File: config.mk
export PLATFORM = sky130hd
export DESIGN_NAME = vt4x4_front
export DESIGN_NICKNAME = d
export VERILOG_FILES = /design/src/rtl/core/vertex_transform_4x4_core_macros.svh /design/src/rtl/core/vt4x4_pkg.sv /design/src/rtl/core/vt4x4_front.sv
export SDC_FILE = /design/constraint.sdc
export NUM_CORES = 1
export LEC_CHECK = 0
export ABC_CLOCK_PERIOD_IN_PS = 1400
export BUFFER_PORTS_ARGS = -buffer_cell sky130_fd_sc_hd__buf_2
export CORE_AREA = 2 2 118 120
export DETAILED_ROUTE_END_ITERATION = 16
export DIE_AREA = 0 0 120 122
export PLACE_DENSITY_LB_ADDON = 0.15
export SLEW_MARGIN = 20
export SYNTH_ARGS = -nofsm -noshare
export SYNTH_HDL_FRONTEND = slang
export SYNTH_SLANG_ARGS = --single-unit
File: constraint.sdc
create_clock -name vclk -period 1.4
set_input_delay 0.14 -clock vclk [all_inputs]
set_output_delay 0.14 -clock vclk [all_outputs]
set_load 0.01 [all_outputs]
File: src/rtl/core/vertex_transform_4x4_core_macros.svh
// ----------------------------------------------------------------------------
// Assertion macros for the vertex transform core
// Clocked on i_clk, quiet while i_rst_n is low where reset is named.
// ----------------------------------------------------------------------------
`ifndef VERTEX_TRANSFORM_4X4_CORE_MACROS_SVH
`define VERTEX_TRANSFORM_4X4_CORE_MACROS_SVH

`ifndef ASSERT_OFF
// Property checked outside reset.
`define VT_ASSERT(lbl, prop, msg) \
    lbl: assert property (@(posedge i_clk) disable iff (!i_rst_n) (prop)) else $error(msg);
// Property checked at every edge, reset included.
`define VT_ASSERT_ALWAYS(lbl, prop, msg) \
    lbl: assert property (@(posedge i_clk) (prop)) else $error(msg);
`else
`define VT_ASSERT(lbl, prop, msg)
`define VT_ASSERT_ALWAYS(lbl, prop, msg)
`endif

`endif

File: src/rtl/core/vt4x4_pkg.sv
// ----------------------------------------------------------------------------
// vt4x4_pkg
// Shared constants and types of the 4x4 vertex transform core.
// ----------------------------------------------------------------------------
package vt4x4_pkg;

    localparam int DATA_W      = 32;
    localparam int FRAC_BITS   = 16;
    localparam int DIM         = 4;
    localparam int NUM_COMP    = 4;
    localparam int IN_IDX_W    = 2;
    localparam int IDX_W       = $clog2(DIM);
    localparam int DIM_W       = $clog2(DIM + 1);
    localparam int PROD_W      = 2 * DATA_W;
    localparam int PAIR_W      = PROD_W + 1;
    localparam int SUM_W       = PROD_W + 2;
    localparam int QUEUE_DEPTH = 2;
    localparam int QPTR_W      = $clog2(QUEUE_DEPTH);
    localparam int QCNT_W      = $clog2(QUEUE_DEPTH + 1);

    localparam logic [DATA_W-1:0] FIX_ONE = {{(DATA_W-1){1'b0}}, 1'b1} << FRAC_BITS;
    localparam logic [DATA_W-1:0] SAT_MAX = {1'b0, {(DATA_W-1){1'b1}}};
    localparam logic [DATA_W-1:0] SAT_MIN = {1'b1, {(DATA_W-1){1'b0}}};

    typedef enum logic {
        OP_WRITE = 1'b0,
        OP_XFORM = 1'b1
    } t_op;

    // Element value of a write travels in vec[0].
    typedef struct packed {
        t_op                              op;
        logic [IDX_W-1:0]                 row;
        logic [IDX_W-1:0]                 col;
        logic [NUM_COMP-1:0][DATA_W-1:0]  vec;
    } t_item;

    typedef struct packed {
        logic full;
        logic empty;
    } t_q_status;

endpackage

File: src/rtl/core/vt4x4_front.sv
// ----------------------------------------------------------------------------
// vt4x4_front
// Accepts input transactions, decodes the mode and drops out-of-range writes.
// ----------------------------------------------------------------------------
module vt4x4_front (
    input  logic                                  i_in_valid,
    output logic                                  o_in_ready,
    input  logic                                  i_mode,
    input  logic [vt4x4_pkg::IN_IDX_W-1:0]        i_row_index,
    input  logic [vt4x4_pkg::IN_IDX_W-1:0]        i_col_index,
    input  logic signed [vt4x4_pkg::DATA_W-1:0]   i_load_value,
    input  logic signed [vt4x4_pkg::DATA_W-1:0]   i_vec_x,
    input  logic signed [vt4x4_pkg::DATA_W-1:0]   i_vec_y,
    input  logic signed [vt4x4_pkg::DATA_W-1:0]   i_vec_z,
    input  logic signed [vt4x4_pkg::DATA_W-1:0]   i_vec_w,
    input  vt4x4_pkg::t_q_status                  i_q_status,
    output logic                                  o_push,
    output vt4x4_pkg::t_item                      o_item
);

    logic idx_ok;

    assign idx_ok = (vt4x4_pkg::DIM_W'(i_row_index) < vt4x4_pkg::DIM_W'(vt4x4_pkg::DIM))
                 && (vt4x4_pkg::DIM_W'(i_col_index) < vt4x4_pkg::DIM_W'(vt4x4_pkg::DIM));

    assign o_in_ready = !i_q_status.full;

    // Accept a bad-index write but queue nothing for it.
    assign o_push = i_in_valid && o_in_ready && (i_mode || idx_ok);

    always_comb begin
        o_item.op     = i_mode ? vt4x4_pkg::OP_XFORM : vt4x4_pkg::OP_WRITE;
        o_item.row    = i_row_index[vt4x4_pkg::IDX_W-1:0];
        o_item.col    = i_col_index[vt4x4_pkg::IDX_W-1:0];
        o_item.vec[0] = i_mode ? i_vec_x : i_load_value;
        o_item.vec[1] = i_vec_y;
        o_item.vec[2] = i_vec_z;
        o_item.vec[3] = i_vec_w;
    end

endmodule

==> impl_metrics.ini <==
[global_routing]
antenna_found_initial = 1
grt_max_degree = 18
grt_first_pass_wirelength_um = 4160
grt_pass1_vias = 744
grt_usage_pct = 3.67
grt_overflow = 0

[synthesis]
yosysSeqAreaShare_pct = 0
syn_inst = 139
synth_compound_area_share_pct = 0
synth_top_family_by_area = buffers and inverters
synth.avg_cell_area_um2 = 9.44
synth_area_um2 = 1310
synthAdderAreaFrac_pct = 0
synth-simple-area-share_pct = 0.477
synth_cell_type_count = 7
synthMuxAreaShare_pct = 36.0
syn_nets = 307
yosys_warnings = 0
synth-xor-area-share_pct = 0

[hold_path]
min_to = o_item[100]
hold_class = in2out
min_from = i_vec_w[4]
worstHoldPathCells = 0

[finish]
clkbuf_count = 0
area_delta_synth_final_pct = -3.91
fillers = 1576
seq_cell_count = 0
nNetsFinal = 308
ff_latch_area_um2 = 0
layout_commonest_cell = buf_2
drive_gt1_share_pct = 98.6
final_cell_mix = buf_2, mux2_4, mux2_2, buf_12

[power]
power_mw = 0.374
p_per_area_nw_per_um2 = 296
peakVddDrop_uv = 84.6
leakagePower_nw = 0.683

[floorplan]
die_w_um = 120
ios = 303
rows = 43
floorplan.initialDensity_pct = 9.72
die-height_um = 122
die-area_um2 = 14600
core_um2 = 13500

[clock_tree]
cts_resized = 0
postCtsSetupBuffers = 0
postCtsHoldBufs = 0

[routing]
vias = 787
drt_iter0_drc = 6
viasPerCell = 2.47
firstDrtPassIters = 2
drc = 0
drtAntennaViolNets = 0
routed_wl_um = 3190
wire_per_inst_um = 10.0

[timing]
clock.fmax_mhz = 916
worstMarginPinSlew_ns = 0.144
hold_viol_final = 0
rsz0062_at_grt = no
fin_crit_sh_pct = 78.0
timing.final.max_slew_violations = 0
setup_ws_ns = 0.308
finalSetupViolCount = 0
holdWs_ns = 0.280
slew_headroom_pct = 90.4
fin_tns_setup_ns = 0
min_period_ns = 1.09

[place]
preCtsSetupSlack_ns = 0.291
gp_congestion = 0.610
hpwl_um = 2900
port_buffers = 102

[critical_path]
critPathLaunchType = input pin
crit_path_end_kind = primary output
critPathMaxFanout = 17
crit_arrival_ns = 0.95
cp.required_ns = 1.26
critPathKind = in2out

[job]
drv_cap = 0

[run_status]
status = complete, no violations
## worst max-delay path, stage by stage
cell and delay [ns]:
buf_2 0.14, buf_12 0.19, mux2_4 0.32, buf_2 0.15
## synthesized netlist by cell type
master | number | share of area (%)
buf_6 | 1 | 0.86
buf_4 | 101 | 58
mux2_4 | 30 | 34
nor2b_1 | 1 | 0.48
buf_12 | 3 | 4.6
inv_1 | 1 | 0.29
mux2_2 | 2 | 1.7
## how the worst max path moves through the flow
stage,to,startpoint,depth (start not counted),slack [ns]
6_report,o_item[1],i_mode,4,0.31
5_1_grt,o_item[1],i_mode,4,0.27
4_1_cts,o_item[1],i_mode,4,0.29
3_5_place_dp,o_item[1],i_mode,4,0.29
3_3_place_gp,o_item[1],i_mode,4,0.29
2_1_floorplan,o_item[0],i_mode,3,0.55
## metrics by stage
| stage | instances | instance area, um^2 | util [%] |
|---|---|---|---|
| floorplan | 139 | 1310 | - |
| global placement | 318 | 1260 | 9.32 |
| global route | 318 | 1260 | 9.32 |
| detailed placement | 318 | 1260 | 9.32 |
| CTS | 318 | 1260 | 9.32 |
| finish | 319 | 1260 | 9.34 |
## per-layer routing
layer / up-vias / wire length, um / GRT usage (%)
met2: 97 / 1400 / 5.97
met5: - / 0 / 0
li1: 344 / - / -
met4: 0 / 354 / 4.12
met1: 310 / 926 / 3.17
met3: 36 / 515 / 1.69
## power breakdown
group	total [mW]	internal [mW]	switching, mW
logic	0.374	0.232	0.142
registers	0	0	0
clock network	0.0000000955	0.0000000954	0
## layout make-up
class | instances | area [um^2] | share of cell area [%]
tap | 180 | 225 | 17.9
inverter | 1 | 3.75 | 0.298
antenna | 1 | 2.50 | 0.198
multi-input combinational | 33 | 479 | 38.0
timing repair buffer | 104 | 551 | 43.7
## cells by family (layout without fill, tap and decap cells)
logic type	after synthesis	after routing
and+or+nand+nor	1	1
other	0	1
buffers and inverters	106	105
muxes	32	32
Power figures use the tool's default switching activity.
