File: src/rtl/core/vertex_transform_4x4_core_macros.svh
// ----------------------------------------------------------------------------
// Assertion macros for the vertex transform core
// Clocked on i_clk, quiet while i_rst_n is low where reset is named.
// ----------------------------------------------------------------------------
`ifndef VERTEX_TRANSFORM_4X4_CORE_MACROS_SVH
`define VERTEX_TRANSFORM_4X4_CORE_MACROS_SVH

`ifndef ASSERT_OFF
// Property checked outside reset.
`define VT_ASSERT(lbl, prop, msg) \
    lbl: assert property (@(posedge i_clk) disable iff (!i_rst_n) (prop)) else $error(msg);
// Property checked at every edge, reset included.
`define VT_ASSERT_ALWAYS(lbl, prop, msg) \
    lbl: assert property (@(posedge i_clk) (prop)) else $error(msg);
`else
`define VT_ASSERT(lbl, prop, msg)
`define VT_ASSERT_ALWAYS(lbl, prop, msg)
`endif

`endif

File: src/rtl/core/vt4x4_pkg.sv
// ----------------------------------------------------------------------------
// vt4x4_pkg
// Shared constants and types of the 4x4 vertex transform core.
// ----------------------------------------------------------------------------
package vt4x4_pkg;

    localparam int DATA_W      = 32;
    localparam int FRAC_BITS   = 16;
    localparam int DIM         = 4;
    localparam int NUM_COMP    = 4;
    localparam int IN_IDX_W    = 2;
    localparam int IDX_W       = $clog2(DIM);
    localparam int DIM_W       = $clog2(DIM + 1);
    localparam int PROD_W      = 2 * DATA_W;
    localparam int PAIR_W      = PROD_W + 1;
    localparam int SUM_W       = PROD_W + 2;
    localparam int QUEUE_DEPTH = 2;
    localparam int QPTR_W      = $clog2(QUEUE_DEPTH);
    localparam int QCNT_W      = $clog2(QUEUE_DEPTH + 1);

    localparam logic [DATA_W-1:0] FIX_ONE = {{(DATA_W-1){1'b0}}, 1'b1} << FRAC_BITS;
    localparam logic [DATA_W-1:0] SAT_MAX = {1'b0, {(DATA_W-1){1'b1}}};
    localparam logic [DATA_W-1:0] SAT_MIN = {1'b1, {(DATA_W-1){1'b0}}};

    typedef enum logic {
        OP_WRITE = 1'b0,
        OP_XFORM = 1'b1
    } t_op;

    // Element value of a write travels in vec[0].
    typedef struct packed {
        t_op                              op;
        logic [IDX_W-1:0]                 row;
        logic [IDX_W-1:0]                 col;
        logic [NUM_COMP-1:0][DATA_W-1:0]  vec;
    } t_item;

    typedef struct packed {
        logic full;
        logic empty;
    } t_q_status;

endpackage

File: src/rtl/core/vt4x4_queue.sv
// ----------------------------------------------------------------------------
// vt4x4_queue
// Short register FIFO between the front and the back.
// ----------------------------------------------------------------------------
`include "vertex_transform_4x4_core_macros.svh"

module vt4x4_queue (
    input  logic                   i_clk,
    input  logic                   i_rst_n,
    input  logic                   i_push,
    input  vt4x4_pkg::t_item       i_item,
    input  logic                   i_pop,
    output vt4x4_pkg::t_item       o_item,
    output vt4x4_pkg::t_q_status   o_status
);

    vt4x4_pkg::t_item                r_mem [vt4x4_pkg::QUEUE_DEPTH];
    logic [vt4x4_pkg::QPTR_W-1:0]    r_wr_ptr;
    logic [vt4x4_pkg::QPTR_W-1:0]    r_rd_ptr;
    logic [vt4x4_pkg::QCNT_W-1:0]    r_count;
    logic [vt4x4_pkg::QCNT_W-1:0]    n_count;
    logic                            do_push;
    logic                            do_pop;

    assign o_status.full  = (r_count == vt4x4_pkg::QCNT_W'(vt4x4_pkg::QUEUE_DEPTH));
    assign o_status.empty = (r_count == '0);
    assign do_push        = i_push && !o_status.full;
    assign do_pop         = i_pop && !o_status.empty;
    assign o_item         = r_mem[r_rd_ptr];

    always_comb begin
        n_count = r_count;
        if (do_push && !do_pop) begin
            n_count = r_count + 1'b1;
        end else if (do_pop && !do_push) begin
            n_count = r_count - 1'b1;
        end
    end

    always_ff @(posedge i_clk) begin
        if (!i_rst_n) begin
            r_wr_ptr <= '0;
            r_rd_ptr <= '0;
            r_count  <= '0;
        end else begin
            r_count <= n_count;
            if (do_push) begin
                r_wr_ptr <= r_wr_ptr + 1'b1;
            end
            if (do_pop) begin
                r_rd_ptr <= r_rd_ptr + 1'b1;
            end
        end
    end

    always_ff @(posedge i_clk) begin
        if (do_push) begin
            r_mem[r_wr_ptr] <= i_item;
        end
    end

    `VT_ASSERT(a_q_no_overflow, !(i_push && o_status.full), "push into full queue")
    `VT_ASSERT(a_q_no_underflow, !(i_pop && o_status.empty), "pop from empty queue")
    `VT_ASSERT(a_q_count_range, r_count <= vt4x4_pkg::QCNT_W'(vt4x4_pkg::QUEUE_DEPTH), "queue count out of range")

endmodule

File: config.mk
export PLATFORM = sky130hd
export DESIGN_NAME = vt4x4_queue
export DESIGN_NICKNAME = d
export VERILOG_FILES = /design/src/rtl/core/vt4x4_pkg.sv /design/src/rtl/core/vt4x4_queue.sv
export VERILOG_INCLUDE_DIRS = /design/src /design/src/rtl/core
export SDC_FILE = /design/constraint.sdc
export NUM_CORES = 1
export LEC_CHECK = 0
export ABC_AREA = 1
export BUFFER_PORTS_ARGS = -buffer_cell sky130_fd_sc_hd__buf_2
export CORE_MARGIN = 3
export CORE_UTILIZATION = 52
export CTS_CLUSTER_DIAMETER = 100
export DETAILED_ROUTE_END_ITERATION = 10
export PLACE_DENSITY = 0.79
export SETUP_SLACK_MARGIN = 0.4
export SYNTH_ARGS = -nofsm -noshare
export SYNTH_HDL_FRONTEND = slang
export SYNTH_SLANG_ARGS = --single-unit
File: constraint.sdc
create_clock -name i_clk -period 9.98 [get_ports i_clk]
set_clock_uncertainty 0.2 [all_clocks]
set_input_delay 0.499 -clock i_clk [delete_from_list [all_inputs] [get_ports i_clk]]
set_output_delay 0.499 -clock i_clk [all_outputs]
set_load 0.05 [all_outputs]
==> metrics.txt, run 1 <==
status=complete, no violations; Design Area, Final=0.0139 sq mm; Post-Syn Area=0.0101 sq mm; CP Launch Type=flip-flop; Mapped Cells=452; Worst Hold Class=in -> reg; gr usage total=21.9%; die width=146 um; first-pass GRT wire length=36.9 mm; Vias/cell=5.02; CTS Root Cell=clkbuf_16; CTS tree=yes; share of post-route cells with drive strength above 1=50.5%; area delta synth->final=37.6%; clock transition at the registers of the reported paths=0.06 ns; peak supply drop=0.228 mV; grt ovf=0; Port Buffers=271; vias in the first global route=6562; final worst setup slack=6.08 ns; Ys Warns=0; combinational power share=33.0%; sequential share of power=40.4%; nets=1013; drt drc=0; Final min period=3.90 ns; H-tree Lvls=1; Clock Power Share=26.6%; DR iter-0 viols=250; hold_ws=0.0711 ns; final setup fails=0; remaining antenna violation count after routing=0; register area share after synthesis=79.9%; CP Data Arrival Time=3.20 ns; Final Max Tran Viols=0; io pins=272; RSZ-0062 raised after global routing=no; Vias=5790; crit share post-route=39.0%; Pleak=5.43 nW; #FFs+latches synth=271; Finished Core Util=73.7%; CP Max Fanout=74; Crit Reg-Reg Endpoint=r_mem[1][57]$_DFFE_PP_; worst path required time=9.28 ns; clock sink count=271; post-DP HPWL=13.1 mm; CP Capture Point=o_item[128]; Max clock buf depth=3; Placed Instances=973; WS Path Type=reg -> out; drt first pass iters=4; gpl congestion=0.734; Post-CTS Resized=0; Reg2Reg Depth=3; NetSw=1.34 mW; Die Ht=146 um; Sw Ratio=35.7%; Power Density=270 mW/mm^2; number of cell rows=50; syn avg cell area=22.4 sq um; initial core utilization=53.6%; internal power=2.42 mW; clock latency on the worst-skew pair=0.50 ns; Final Hold Viols=0; TritonCTS Buffers=27; crit end category=output pin; reg2reg start=r_count[0]$_SDFFE_PN0P_; largest net degree at the start of global routing=75; Synth cell types=14; Routed WL=23.5 mm; Die ar.=0.0212 sq mm; Core ar.=0.0189 sq mm; initial antenna violation count=0; pre-CTS setup slack=6.52 ns; DP Area=0.0117 sq mm; Ant. Diodes=0; Synthesized Nets=590; post-DR wirelength/cell=20.4 um; Slew @ Worst Pin=1.13 ns; Max-slew headroom=24.6%; Fin Setup TNS=0 ns; MaxCap Viol Count=0; Max Fclk=0.257 GHz; Finished Layout Cells=1153; total chip power=3.76 mW; Post-CTS Setup Repair Bufs=0; reg-to-reg setup timing slack=6.95 ns
## layer usage
metal / track usage, % / wire length (um) / vias to the layer above
met5: 0 / 0 / -
met4: 5.84 / 520 / 0
met1: 25.9 / 8920 / 2850
li1: - / - / 2626
met3: 5.48 / 1600 / 46
met2: 40.0 / 12500 / 268
## Yosys cell counts
cell	number	area, sq um
inv_1	9	33.8
nand2_1	6	22.5
buf_6	9	101
mux2_4	70	1050
ha_1	1	12.5
o21ai_0	3	15.0
nand4_1	1	6.26
buf_2	6	30.0
a21oi_1	1	5.00
dfxtp_1	5	100
nand3_1	1	5.00
mux2_2	63	709
nor2_1	11	41.3
edfxtp_1	266	7990
## layout make-up
type | count | area (sq um)
Timing Repair Buffer | 409 | 2730
Inverter | 9 | 33.8
Tap cell | 260 | 325
Fill cell | 1084 | 4970
Sequential cell | 271 | 8090
Clock buffer | 32 | 694
Multi-Input combinational cell | 157 | 1880
Clock inverter | 15 | 174
## critical path, stage by stage, from the launching register on
cell	delay, ns
dfxtp_4	0.99
buf_4	0.96
mux2_2	0.45
buf_2	0.22
## layout by cell type (no fill, tap or decap)
| master | instances |
|---|---|
| clkinv_1 | 3 |
| clkbuf_16 | 27 |
| nand2_1 | 6 |
| mux2_2 | 63 |
| nand4_1 | 1 |
| buf_2 | 271 |
| dfxtp_4 | 1 |
| dfxtp_1 | 4 |
| clkinvlp_4 | 1 |
| o21ai_0 | 3 |
| dlygate4sd3_1 | 133 |
| buf_4 | 5 |
| a21oi_1 | 1 |
| clkbuf_1 | 5 |
| inv_1 | 9 |
| nor2_4 | 2 |
| clkinv_2 | 7 |
| nand3_1 | 1 |
| nor2_1 | 9 |
| ha_1 | 1 |
| edfxtp_1 | 266 |
| mux2_4 | 70 |
| bufinv_16 | 4 |
## worst min path at each step
stage | depth (start not counted) | endpoint | start
2_1_floorplan | 2 | flip-flop | r_rd_ptr$_SDFFE_PN0P_
3_3_place_gp | 2 | r_rd_ptr$_SDFFE_PN0P_ | r_rd_ptr$_SDFFE_PN0P_
3_5_place_dp | 2 | flip-flop | r_rd_ptr$_SDFFE_PN0P_
4_1_cts | 3 | flip-flop | i_rst_n
5_1_grt | 3 | r_wr_ptr$_SDFFE_PN0P_ | i_rst_n
6_report | 3 | flip-flop | i_rst_n
## registers in the layout, summed over array words and instances, names as in the netlist, named ones only
| signal | count |
|---|---|
| r_mem | 266 |
| r_count | 2 |
| r_wr_ptr | 1 |
| r_rd_ptr | 1 |
## kinds of logic (layout without fill, tap and decap cells)
kind of cell	after synthesis	after routing	share of synthesized area, %
adder cells (fa/ha/maj)	1	1	0.124
flip-flops	271	271	79.9
AND/OR/NAND/NOR	19	19	0.742
buffers and inverters	24	465	1.63
multiplexers	133	133	17.4
AO/OA/AOI/OAI	4	4	0.198
## power by group through the flow
stage	Combinational, mW	Sequential (mW)	Clock (mW)
after detailed placement	1.19	1.54	0
after floorplan	0.986	1.52	0
after global placement	1.17	1.53	0
after global routing	1.30	1.54	1.06
after CTS	1.23	1.52	1.01
final	1.24	1.52	1.00
## what timing repair did
| action | in CTS | in global routing |
|---|---|---|
| endpoints found under the setup margin | 0 | 0 |
| hold endpoints to repair | 266 | 0 |
| hold buffers | 133 | 0 |
Power figures use the tool's default switching activity.
==> inputs of run 2 (changes only) <==
- clock period: 9.98 -> 3.8 ns (I/O delays scaled with it)
==> metrics.txt, run 2 (synthesis gave the netlist of run 1 again) <==
status=complete, no violations; final setup fails=0; initial antenna violation count=1; Reg2Reg Depth=3; Crit Reg-Reg Endpoint=r_mem[0][76]$_DFFE_PP_; first-pass GRT wire length=34.9 mm; Vias/cell=5.00; RSZ-0062 raised after global routing=no; largest registers=r_mem (266), r_count (2); commonest non-fill, non-tap cell in the layout=buf_2; Hold Path Cell Cnt=4; initial core utilization=53.6%; reg-to-reg setup timing slack=1.44 ns; MaxCap Viol Count=0; post-DP HPWL=13.0 mm; clock latency on the worst-skew pair=0.52 ns; Final Max Tran Viols=0; H-tree Lvls=1; max reg flops=266; Slew @ Worst Pin=0.775 ns; Final Hold Viols=0; DR iter-0 viols=315; CP Data Arrival Time=2.33 ns; Routed WL=22.5 mm; drt first pass iters=4; register area=0.00809 sq mm; Core ar.=0.0189 sq mm; Finished Layout Cells=1159; Max-slew headroom=47.8%; crit share post-route=71.5%; Worst Hold Class=in -> reg; Hold Path Sink=r_wr_ptr$_SDFFE_PN0P_; CP Launch Type=flip-flop; gr usage total=20.6%; Die ar.=0.0212 sq mm; grt ovf=0; io pins=272; Post-CTS Setup Repair Bufs=0; die width=146 um; TritonCTS Buffers=27; Multi-input gate area=0.00188 sq mm; reg2reg start=r_count[0]$_SDFFE_PN0P_; Die Ht=146 um; Max Fclk=0.368 GHz; post-DR wirelength/cell=19.4 um; number of cell rows=50; Max clock buf depth=3; Final min period=2.72 ns; vias in the first global route=6431; worst path required time=3.41 ns; total chip power=9.74 mW; # fillers=1115; DP Area=0.0118 sq mm; drt drc=0; Vias=5793; largest net degree at the start of global routing=68; Design Area, Final=0.0140 sq mm; Worst Hold Launch=i_push; CTS tree=yes; crit end category=output pin; Pleak=5.43 nW; Fin Setup TNS=0 ns; peak supply drop=0.436 mV; Placed Instances=974; most flop-heavy register=r_mem; area delta synth->final=38.2%; Port Buffers=271; clock sink count=271; CTS Root Cell=clkbuf_16; remaining antenna violation count after routing=0; CP Max Fanout=59; gpl congestion=0.762; WS Path Type=reg -> out; nets=1016; clock transition at the registers of the reported paths=0.06 ns; highest-count cells in the layout ignoring fill and taps=buf_2, edfxtp_1, dlygate4sd3_1, mux2_4, mux2_2; share of post-route cells with drive strength above 1=49.8%; hold_ws=0.118 ns; Power Density=696 mW/mm^2
[run 2: cell count changes in the layout (fill, tap and decap cells not counted), sizes merged]
cell	change
diode	+1
clkinvlp	-1
buf	+1
inv	+1
clkbuf	+4
dlygate4sd3	+2
bufinv	-2
[run 2: repair_timing]
action                                  CTS  global route
gates resized for setup                   0             0
hold buffers                            135             0
endpoints found under the setup margin    0             0
hold endpoints to repair                271             0
[run 2: power breakdown]
group / leakage [nW] / total, mW / switching, mW / internal (mW)
Combinational: 2.51 / 3.32 / 2.29 / 1.03
Sequential: 2.52 / 3.95 / 0.165 / 3.78
Clock: 0.401 / 2.48 / 1.04 / 1.44
[run 2: metal layers]
metal,vias up,wire length (um),global-route usage (%),part of all wire [%]
li1,2630,-,-,-
met2,271,11900,37.3,53
met5,-,0,0,0
met1,2850,8570,24.6,38
met3,42,1550,5.23,6.9
met4,0,476,5.75,2.1
[run 2: cell type report]
type,instances,share of cell area (%)
flip-flops and latches,271,57.9
repair buffers,412,20.2
multi-input cells,157,13.5
clock buffers,36,5.07
well taps,260,2.33
clock inverters,13,0.796
inverters,9,0.242
diodes,1,0.0179
[run 2: stage by stage]
step | worst slack (ns) | utilization [%]
final | 1.08 | 74.0
after global routing | 0.983 | 74.0
after CTS | 1.05 | 74.0
after detailed placement | 1.47 | 62.5
after global placement | 1.58 | 62.5
after floorplan | -0.887 | -
[run 2: worst max-delay path, cell delays in order (launching register included)]
cell     delay (ns)
dfxtp_4        0.74
buf_12         0.39
mux2_2         0.40
buf_2          0.21
[run 2: worst max-delay path by stage]
stage / start / to / depth (start not counted) / slack (ns)
floorplan: r_count[0]$_SDFFE_PN0P_ / r_mem[0][0]$_DFFE_PP_ / 2 / -0.89
CTS: flip-flop / o_item[3] / 3 / 1.05
detailed placement: r_count[0]$_SDFFE_PN0P_ / r_mem[0][59]$_DFFE_PP_ / 3 / 1.47
global placement: r_count[1]$_SDFFE_PN0P_ / r_mem[0][110]$_DFFE_PP_ / 4 / 1.58
finish: flip-flop / o_item[128] / 3 / 1.08
global route: flip-flop / o_item[2] / 3 / 0.98
